==> src/rtl/rffa_pkg.sv <==
// Shared types and constants for the rotating first-fit slot allocator.
// No dependencies; every other file in this folder imports it.
package rffa_pkg;

  // Default and upper bound for the host count
  localparam int MAX_HOSTS_DEF = 8;
  localparam int SLOT_PORTS    = 8;

  // Field widths
  localparam int MSG_W   = 8;
  localparam int SLOT_W  = 8;
  localparam int NUMH_W  = 4;
  localparam int HOST_W  = 3;
  localparam int STAT_W  = 2;
  localparam int ROT_W   = 32;

  // Result status codes
  localparam logic [STAT_W-1:0] ST_OK       = 2'd0;
  localparam logic [STAT_W-1:0] ST_NO_SLOTS = 2'd1;
  localparam logic [STAT_W-1:0] ST_EMPTY    = 2'd2;

  // Commands from controller to datapath
  typedef struct packed {
    logic load;        // capture request, advance rotation
    logic step;        // place messages on the current host
    logic emit_one;    // load the single empty / failure result
    logic emit_entry;  // load the next placement result
  } cmd_t;

  // Status from datapath to controller
  typedef struct packed {
    logic special;     // empty request or no hosts
    logic walk_done;   // all hosts walked or nothing left to place
    logic short_fall;  // messages remain after the walk
    logic last_entry;  // next placement result is the final one
    logic out_free;    // output register can take a result this cycle
  } sts_t;

endpackage

==> src/rtl/rffa_ctrl.sv <==
// Controller state machine for the slot allocator.
// Depends on rffa_pkg for command and status types.
module rffa_ctrl (
  input  logic           clk,
  input  logic           rst,
  input  logic           in_valid,
  output logic           in_stall,
  input  rffa_pkg::sts_t sts,
  output rffa_pkg::cmd_t cmd
);
  import rffa_pkg::*;

  typedef enum logic [3:0] {
    S_IDLE     = 4'b0001,
    S_WALK     = 4'b0010,
    S_EMIT_ONE = 4'b0100,
    S_EMIT     = 4'b1000
  } state_t;

  state_t state;
  state_t state_next;

  // Advance state
  always_ff @(posedge clk) begin
    if (rst) begin
      state <= S_IDLE;
    end else begin
      state <= state_next;
    end
  end

  // Decode next state and commands
  always_comb begin
    state_next     = state;
    cmd            = '0;
    in_stall       = 1'b1;
    unique case (state)
      S_IDLE: begin
        in_stall = 1'b0;
        if (in_valid) begin
          cmd.load   = 1'b1;
          state_next = S_WALK;
        end
      end
      S_WALK: begin
        if (sts.special) begin
          state_next = S_EMIT_ONE;
        end else if (sts.walk_done) begin
          state_next = sts.short_fall ? S_EMIT_ONE : S_EMIT;
        end else begin
          cmd.step = 1'b1;
        end
      end
      S_EMIT_ONE: begin
        if (sts.out_free) begin
          cmd.emit_one = 1'b1;
          state_next   = S_IDLE;
        end
      end
      S_EMIT: begin
        if (sts.out_free) begin
          cmd.emit_entry = 1'b1;
          if (sts.last_entry) begin
            state_next = S_IDLE;
          end
        end
      end
      default: begin
        state_next = S_IDLE;
      end
    endcase
  end

endmodule

==> src/rtl/rffa_dpath.sv <==
// Datapath for the slot allocator: rotation counter, host walk, result
// buffer and output register. Depends on rffa_pkg.
module rffa_dpath #(
  parameter int MAX_HOSTS = rffa_pkg::MAX_HOSTS_DEF
) (
  input  logic                        clk,
  input  logic                        rst,
  input  rffa_pkg::cmd_t              cmd,
  output rffa_pkg::sts_t              sts,
  input  logic [rffa_pkg::MSG_W-1:0]  num_msgs,
  input  logic                        single_host,
  input  logic [rffa_pkg::NUMH_W-1:0] num_hosts,
  input  logic [rffa_pkg::SLOT_W-1:0] free_slots [rffa_pkg::SLOT_PORTS],
  output logic                        out_valid,
  input  logic                        out_stall,
  output logic [rffa_pkg::HOST_W-1:0] host_index,
  output logic [rffa_pkg::MSG_W-1:0]  msg_count,
  output logic [rffa_pkg::MSG_W-1:0]  first_msg,
  output logic [rffa_pkg::STAT_W-1:0] status,
  output logic                        last
);
  import rffa_pkg::*;

  localparam int IDX_W = (MAX_HOSTS > 1) ? $clog2(MAX_HOSTS) : 1;
  localparam int CNT_W = $clog2(MAX_HOSTS + 1);

  // Rotation counter and its residue modulo each host count (i+1)
  logic [ROT_W-1:0]  rot_count;
  logic [HOST_W-1:0] res      [MAX_HOSTS];
  logic [HOST_W-1:0] res_next [MAX_HOSTS];
  logic [ROT_W-1:0]  cnt_inc;
  logic [NUMH_W-1:0] hosts_in;
  logic [HOST_W-1:0] start;

  // Captured request and walk state
  logic [SLOT_W-1:0] slots [SLOT_PORTS];
  logic [NUMH_W-1:0] hosts_c;
  logic [NUMH_W-1:0] walk_len;
  logic              is_empty;
  logic              no_hosts;
  logic [HOST_W-1:0] host_ptr;
  logic [NUMH_W-1:0] step_cnt;
  logic [MSG_W-1:0]  left;
  logic [MSG_W-1:0]  next_msg;

  // Placement results, in walk order
  logic [HOST_W-1:0] ent_host  [MAX_HOSTS];
  logic [MSG_W-1:0]  ent_cnt   [MAX_HOSTS];
  logic [MSG_W-1:0]  ent_first [MAX_HOSTS];
  logic [CNT_W-1:0]  ent_n;
  logic [CNT_W-1:0]  ent_k;

  logic [SLOT_W-1:0] cur_slots;
  logic [MSG_W-1:0]  take;
  logic [NUMH_W-1:0] ptr_inc;
  logic [HOST_W-1:0] ptr_next;

  // Clamp host count, step residues, pick start host
  always_comb begin
    hosts_in = (num_hosts > NUMH_W'(MAX_HOSTS)) ? NUMH_W'(MAX_HOSTS) : num_hosts;
    cnt_inc  = rot_count + ROT_W'(1);
    start    = '0;
    for (int i = 0; i < MAX_HOSTS; i++) begin
      if (cnt_inc == '0 || res[i] == HOST_W'(i)) begin
        res_next[i] = '0;
      end else begin
        res_next[i] = res[i] + HOST_W'(1);
      end
      if (hosts_in == NUMH_W'(i + 1)) begin
        start = res_next[i];
      end
    end
  end

  // Messages for the current host and the wrapping pointer
  always_comb begin
    cur_slots = slots[host_ptr];
    take      = (cur_slots < left) ? cur_slots : left;
    ptr_inc   = {1'b0, host_ptr} + NUMH_W'(1);
    ptr_next  = (ptr_inc == hosts_c) ? '0 : ptr_inc[HOST_W-1:0];
  end

  // Report walk progress to the controller
  always_comb begin
    sts.special    = is_empty || no_hosts;
    sts.walk_done  = (step_cnt == walk_len) || (left == '0);
    sts.short_fall = (left != '0);
    sts.last_entry = ((ent_k + CNT_W'(1)) == ent_n);
    sts.out_free   = !out_valid || !out_stall;
  end

  // Rotation state, counters and output valid
  always_ff @(posedge clk) begin
    if (rst) begin
      rot_count <= '0;
      for (int i = 0; i < MAX_HOSTS; i++) begin
        res[i] <= '0;
      end
      step_cnt  <= '0;
      ent_n     <= '0;
      ent_k     <= '0;
      out_valid <= 1'b0;
    end else begin
      if (cmd.load) begin
        if (hosts_in != '0) begin
          rot_count <= cnt_inc;
          res       <= res_next;
        end
        step_cnt <= '0;
        ent_n    <= '0;
        ent_k    <= '0;
      end
      if (cmd.step) begin
        step_cnt <= step_cnt + NUMH_W'(1);
        if (take != '0) begin
          ent_n <= ent_n + CNT_W'(1);
        end
      end
      if (cmd.emit_entry) begin
        ent_k <= ent_k + CNT_W'(1);
      end
      if (cmd.emit_one || cmd.emit_entry) begin
        out_valid <= 1'b1;
      end else if (!out_stall) begin
        out_valid <= 1'b0;
      end
    end
  end

  // Request capture, walk and result payload
  always_ff @(posedge clk) begin
    if (cmd.load) begin
      slots    <= free_slots;
      hosts_c  <= hosts_in;
      walk_len <= single_host ? NUMH_W'(1) : hosts_in;
      is_empty <= (num_msgs == '0);
      no_hosts <= (hosts_in == '0);
      host_ptr <= start;
      left     <= num_msgs;
      next_msg <= '0;
    end
    if (cmd.step) begin
      if (take != '0) begin
        ent_host[ent_n[IDX_W-1:0]]  <= host_ptr;
        ent_cnt[ent_n[IDX_W-1:0]]   <= take;
        ent_first[ent_n[IDX_W-1:0]] <= next_msg;
      end
      left     <= left - take;
      next_msg <= next_msg + take;
      host_ptr <= ptr_next;
    end
    if (cmd.emit_one) begin
      host_index <= '0;
      msg_count  <= '0;
      first_msg  <= '0;
      status     <= is_empty ? ST_EMPTY : ST_NO_SLOTS;
      last       <= 1'b1;
    end
    if (cmd.emit_entry) begin
      host_index <= ent_host[ent_k[IDX_W-1:0]];
      msg_count  <= ent_cnt[ent_k[IDX_W-1:0]];
      first_msg  <= ent_first[ent_k[IDX_W-1:0]];
      status     <= ST_OK;
      last       <= sts.last_entry;
    end
  end

endmodule

==> src/rtl/rotating_first_fit_slot_allocator.sv <==
// Channel   Direction  Handshake             Contents
// request   in         in_valid / in_stall   num_msgs, single_host, num_hosts, free_slots_0..7
// result    out        out_valid / out_stall host_index, msg_count, first_msg, status, last
//
// One request at a time: the controller takes it, walks the hosts and decides, then
// emits each result as the output register frees, or one empty or failure result.
// The host walk visits one host a cycle.
// Reset clears the rotation counter and the controller; no clearing pass.
// A stalled result holds in the output register; the next request is taken
// while the final result of the previous one still waits.
//
// Top level: controller and datapath. Depends on rffa_pkg, rffa_ctrl, rffa_dpath.
module rotating_first_fit_slot_allocator #(
  parameter int MAX_HOSTS = rffa_pkg::MAX_HOSTS_DEF
) (
  input  logic                        clk,
  input  logic                        rst,
  input  logic                        in_valid,
  output logic                        in_stall,
  input  logic [rffa_pkg::MSG_W-1:0]  num_msgs,
  input  logic                        single_host,
  input  logic [rffa_pkg::NUMH_W-1:0] num_hosts,
  input  logic [rffa_pkg::SLOT_W-1:0] free_slots_0,
  input  logic [rffa_pkg::SLOT_W-1:0] free_slots_1,
  input  logic [rffa_pkg::SLOT_W-1:0] free_slots_2,
  input  logic [rffa_pkg::SLOT_W-1:0] free_slots_3,
  input  logic [rffa_pkg::SLOT_W-1:0] free_slots_4,
  input  logic [rffa_pkg::SLOT_W-1:0] free_slots_5,
  input  logic [rffa_pkg::SLOT_W-1:0] free_slots_6,
  input  logic [rffa_pkg::SLOT_W-1:0] free_slots_7,
  output logic                        out_valid,
  input  logic                        out_stall,
  output logic [rffa_pkg::HOST_W-1:0] host_index,
  output logic [rffa_pkg::MSG_W-1:0]  msg_count,
  output logic [rffa_pkg::MSG_W-1:0]  first_msg,
  output logic [rffa_pkg::STAT_W-1:0] status,
  output logic                        last
);
  import rffa_pkg::*;

  cmd_t              cmd;
  sts_t              sts;
  logic [SLOT_W-1:0] free_slots [SLOT_PORTS];

  // Gather per-host slot counts
  assign free_slots[0] = free_slots_0;
  assign free_slots[1] = free_slots_1;
  assign free_slots[2] = free_slots_2;
  assign free_slots[3] = free_slots_3;
  assign free_slots[4] = free_slots_4;
  assign free_slots[5] = free_slots_5;
  assign free_slots[6] = free_slots_6;
  assign free_slots[7] = free_slots_7;

  rffa_ctrl u_ctrl (
    .clk      (clk),
    .rst      (rst),
    .in_valid (in_valid),
    .in_stall (in_stall),
    .sts      (sts),
    .cmd      (cmd)
  );

  rffa_dpath #(
    .MAX_HOSTS (MAX_HOSTS)
  ) u_dpath (
    .clk         (clk),
    .rst         (rst),
    .cmd         (cmd),
    .sts         (sts),
    .num_msgs    (num_msgs),
    .single_host (single_host),
    .num_hosts   (num_hosts),
    .free_slots  (free_slots),
    .out_valid   (out_valid),
    .out_stall   (out_stall),
    .host_index  (host_index),
    .msg_count   (msg_count),
    .first_msg   (first_msg),
    .status      (status),
    .last        (last)
  );

endmodule

==> config.mk <==
export PLATFORM = sky130hd
export DESIGN_NAME = rotating_first_fit_slot_allocator
export DESIGN_NICKNAME = d
export VERILOG_FILES = /design/src/rtl/rffa_pkg.sv /design/src/rtl/rffa_ctrl.sv /design/src/rtl/rffa_dpath.sv /design/src/rtl/rotating_first_fit_slot_allocator.sv
export SDC_FILE = /design/constraint.sdc
export NUM_CORES = 1
export LEC_CHECK = 0
export BUFFER_PORTS_ARGS = -buffer_cell sky130_fd_sc_hd__buf_2
export CAP_MARGIN = 20
export CORE_MARGIN = 4
export CORE_UTILIZATION = 55
export DETAILED_ROUTE_END_ITERATION = 10
export PLACE_DENSITY = 0.81
export SLEW_MARGIN = 40
export SYNTH_ARGS = -nofsm -noshare
export SYNTH_HDL_FRONTEND = slang
export SYNTH_HIERARCHICAL = 1
export SYNTH_SLANG_ARGS = --single-unit
==> constraint.sdc <==
create_clock -name clk -period 13.6 [get_ports clk]
set_clock_uncertainty 0.15 [all_clocks]
set_input_delay 2.72 -clock clk [delete_from_list [all_inputs] [get_ports clk]]
set_output_delay 2.72 -clock clk [all_outputs]
set_load 0.02 [all_outputs]
==> run metrics <==
Synth Area in Compound Gates=0.0650; die extent in y=~180 um; Layout area overhead=13.5%; GRT Total Usage=0.204; hold_buf cts=0; CP Capture Type=register; I/O Buffers=approximately 100; WL/cell=about 19 um; syn nets=approximately 1,300; worst-skew pair later-pin latency=~0.53 ns; cell area power density=about 140 mW/mm^2; Synth Register Bits=343; final setup margin=~8.2 ns; Via density=roughly 6; critical path class=register to register; DR iter-0 viols=roughly 820; share of layout cells above drive strength 1=0.229; simple-gate portion of the synthesized area=0.123; main combinational cell family by area after synthesis=simple AND/OR/NAND/NOR gates; DR vias=~9,600; Synth area leaders=edfxtp_1 (51%), dfxtp_1 (9.9%), mux4_2 (7.7%), ha_1 (3.4%), mux2i_1 (2.2%); final wirelength=31,500 um; first-pass GRT wire length=51,200 um; Post-Synth XOR/XNOR Area=0.0345; DP Worst Slack=around 8 ns; RSZ-0062 raised after global routing=no; Worst Path Max Fanout=26; Reg area=about 0.0095 mm^2; commonest non-fill, non-tap cell in the layout=edfxtp_1; CTS H-tree lvls=2; GRT overflow=0; Detailed Routing Iterations Pass 1=5; mux cell area share after synthesis=0.109; crit path DAT=~5.6 ns; Synth cell types=77; worst-margin pin slew=0.787 ns; register share of total power=0.485; clock transition at the registers of the reported paths=~0.060 ns; residual DRC count=0; antenna fix cells=0; fillers=between 1,500 and 2,000; P_int=0.00191 W; half-perimeter wire length after placement=approximately 20,000 um; asr flop ratio synth=0; Clock Tree Buf Depth=3; combinational group share of total power=0.124; Syn Area/Cell=13.9 um^2; worst hold slack=0.310 ns; Final min period=5.44 ns; Post-CTS Resized=0; total CTS buffers=36; die width=177 um; leakage power total=6.41 nW; leading cell types in the layout, fill and taps excluded=edfxtp_1 (265), buf_2 (104), dfxtp_1 (77), nor2_1 (69), nand2_1 (58); Top FF cell, synth=edfxtp_1; Max Cap Violations=0; Ports=between 100 and 150; vias in the first global route=9,747; Final ANT Viol Nets=0; sequential share of the synthesized area=0.605; number of clock sinks=roughly 340; post-synthesis cell area=between 0.015 and 0.02 mm^2; Setup TNS Final=0 ns; initial core utilization=0.561; Req. time, crit path=roughly 14 ns; Post-Synthesis Cells=1,134; Hold Crit Class=register to register; Root Buffer=clkbuf_16; Clk pwr share=0.391; core area=roughly 0.028 mm^2; Period Utilization, post-route=0.400; nets=1,364; GP Congestion=between 0.8 and 0.9; Rel. slew slack=0.472; Yosys top cell by area=edfxtp_1; final setup vio count=0; post-synthesis adder-cell area fraction=0.0368; Post-CTS Setup Inserts=0; EDFF count, synth=approximately 270; Hold Fails Final Rpt=0; multi-input logic area=just under 0.006 mm^2; die area=~0.031 mm^2; FP Rows=between 60 and 70; Slew Limit Fails=0; Synth top area share=0.506; initial antenna violation count=0; crit path launch type=register; CTS tree=done; fmax=about 180 MHz; synth warn=6; VDD IR max=0.119 mV; largest net degree at the start of global routing=87; Net Sw Frac=0.240; NetSw=about 0.00061 W; status=completed
[cell type report]
type,count,share of cell area
Timing Repair Buffer,125,0.0386
Clock inverter,18,0.0123
Clock buffer,47,0.0545
Inverter,36,0.00757
Multi-Input combinational cell,696,0.327
Tap cell,378,0.0265
Sequential cell,343,0.533
[flip-flops by register name, indices dropped and copies added, names as in the netlist, 8 cells and up, named ones only]
signal and flops:
u_dpath/ent_host 24, u_dpath/res 24, u_dpath/ent_first 64, u_dpath/ent_cnt 64, u_dpath/msg_count 8, u_dpath/next_msg 8
u_dpath/first_msg 8, u_dpath/slots 64, u_dpath/rot_count 32, u_dpath/left 8
[synthesized netlist by cell type, types with 10 or more instances]
| cell | instances |
|---|---|
| inv_1 | 36 |
| and3_1 | 12 |
| nor3b_1 | 15 |
| mux4_2 | 54 |
| a21o_1 | 16 |
| nand3_1 | 17 |
| nor3_1 | 19 |
| nor2b_1 | 45 |
| clkbuf_1 | 35 |
| nor2_1 | 71 |
| dfxtp_1 | 78 |
| mux2i_1 | 34 |
| nand4_1 | 14 |
| edfxtp_1 | 265 |
| and2_1 | 10 |
| nor4_1 | 11 |
| xnor2_1 | 27 |
| a21oi_1 | 54 |
| xor2_1 | 35 |
| buf_2 | 12 |
| o21ai_0 | 24 |
| nand2_1 | 58 |
| or4_1 | 10 |
| ha_1 | 43 |
| mux2_2 | 13 |
[per-layer routing]
layer,vias up,wire length [um],global-route usage
met2,348,15200,0.331
met4,0,767,0.0609
met3,63,2120,0.0408
li1,4495,-,-
met1,4688,13400,0.284
met5,-,0,0
[power by group through the flow]
| stage | sequential, W | clock, W | combinational, W |
|---|---|---|---|
| floorplan | 0.00124 | 0 | 0.000228 |
| global placement | 0.00124 | 0 | 0.000292 |
| detailed placement | 0.00125 | 0 | 0.000305 |
| CTS | 0.00122 | 0.00100 | 0.000310 |
| global route | 0.00123 | 0.00105 | 0.000348 |
| finish | 0.00122 | 0.000984 | 0.000313 |
[metrics by stage]
| step | std cells | total power (W) | instance area [um^2] | utilization |
|---|---|---|---|---|
| 2_1_floorplan | 1134 | 0.00146 | 15700 | - |
| 3_3_place_gp | 1576 | 0.00154 | 16600 | 0.594 |
| 3_5_place_dp | 1577 | 0.00155 | 16600 | 0.594 |
| 4_1_cts | 1642 | 0.00254 | 17800 | 0.637 |
| 5_1_grt | 1643 | 0.00263 | 17900 | 0.637 |
| 6_report | 1643 | 0.00252 | 17900 | 0.637 |
[worst max-delay path, stage by stage (launching register included)]
cell      delay [ns]
edfxtp_1        0.32
buf_4           0.35
mux4_2          0.55
mux2_2          0.31
ha_1            0.30
a21oi_1         0.15
nor2b_1         0.06
o21ai_0         0.23
o211a_4         0.34
mux2i_1         0.56
inv_1           0.29
ha_1            0.34
a21o_1          0.18
a21o_1          0.20
a21o_1          0.18
a21oi_1         0.21
o21ai_0         0.14
xnor2_1         0.15
and2_1          0.17
[final timing paths]
check | start | end | slack, ns | cells after the start
min | u_dpath/res[14] | u_dpath/res[14] | 0.31 | 2
max | u_dpath/host_ptr[1] | u_dpath/next_msg[7] | 8.16 | 18
max reg2reg | u_dpath/host_ptr[1] | u_dpath/next_msg[7] | 8.16 | 18
min reg2reg | u_dpath/res[14] | u_dpath/res[14] | 0.31 | 2
[kinds of logic after synthesis]
group | Yosys count
muxes | 102
xor gates and xnor gates | 62
and+or+nand+nor | 336
AOI/OAI and AO/OA | 151
buffers and inverters | 95
adders and majority gates | 45
DFF | 343
No activity file was read; power rests on OpenSTA's default activity.
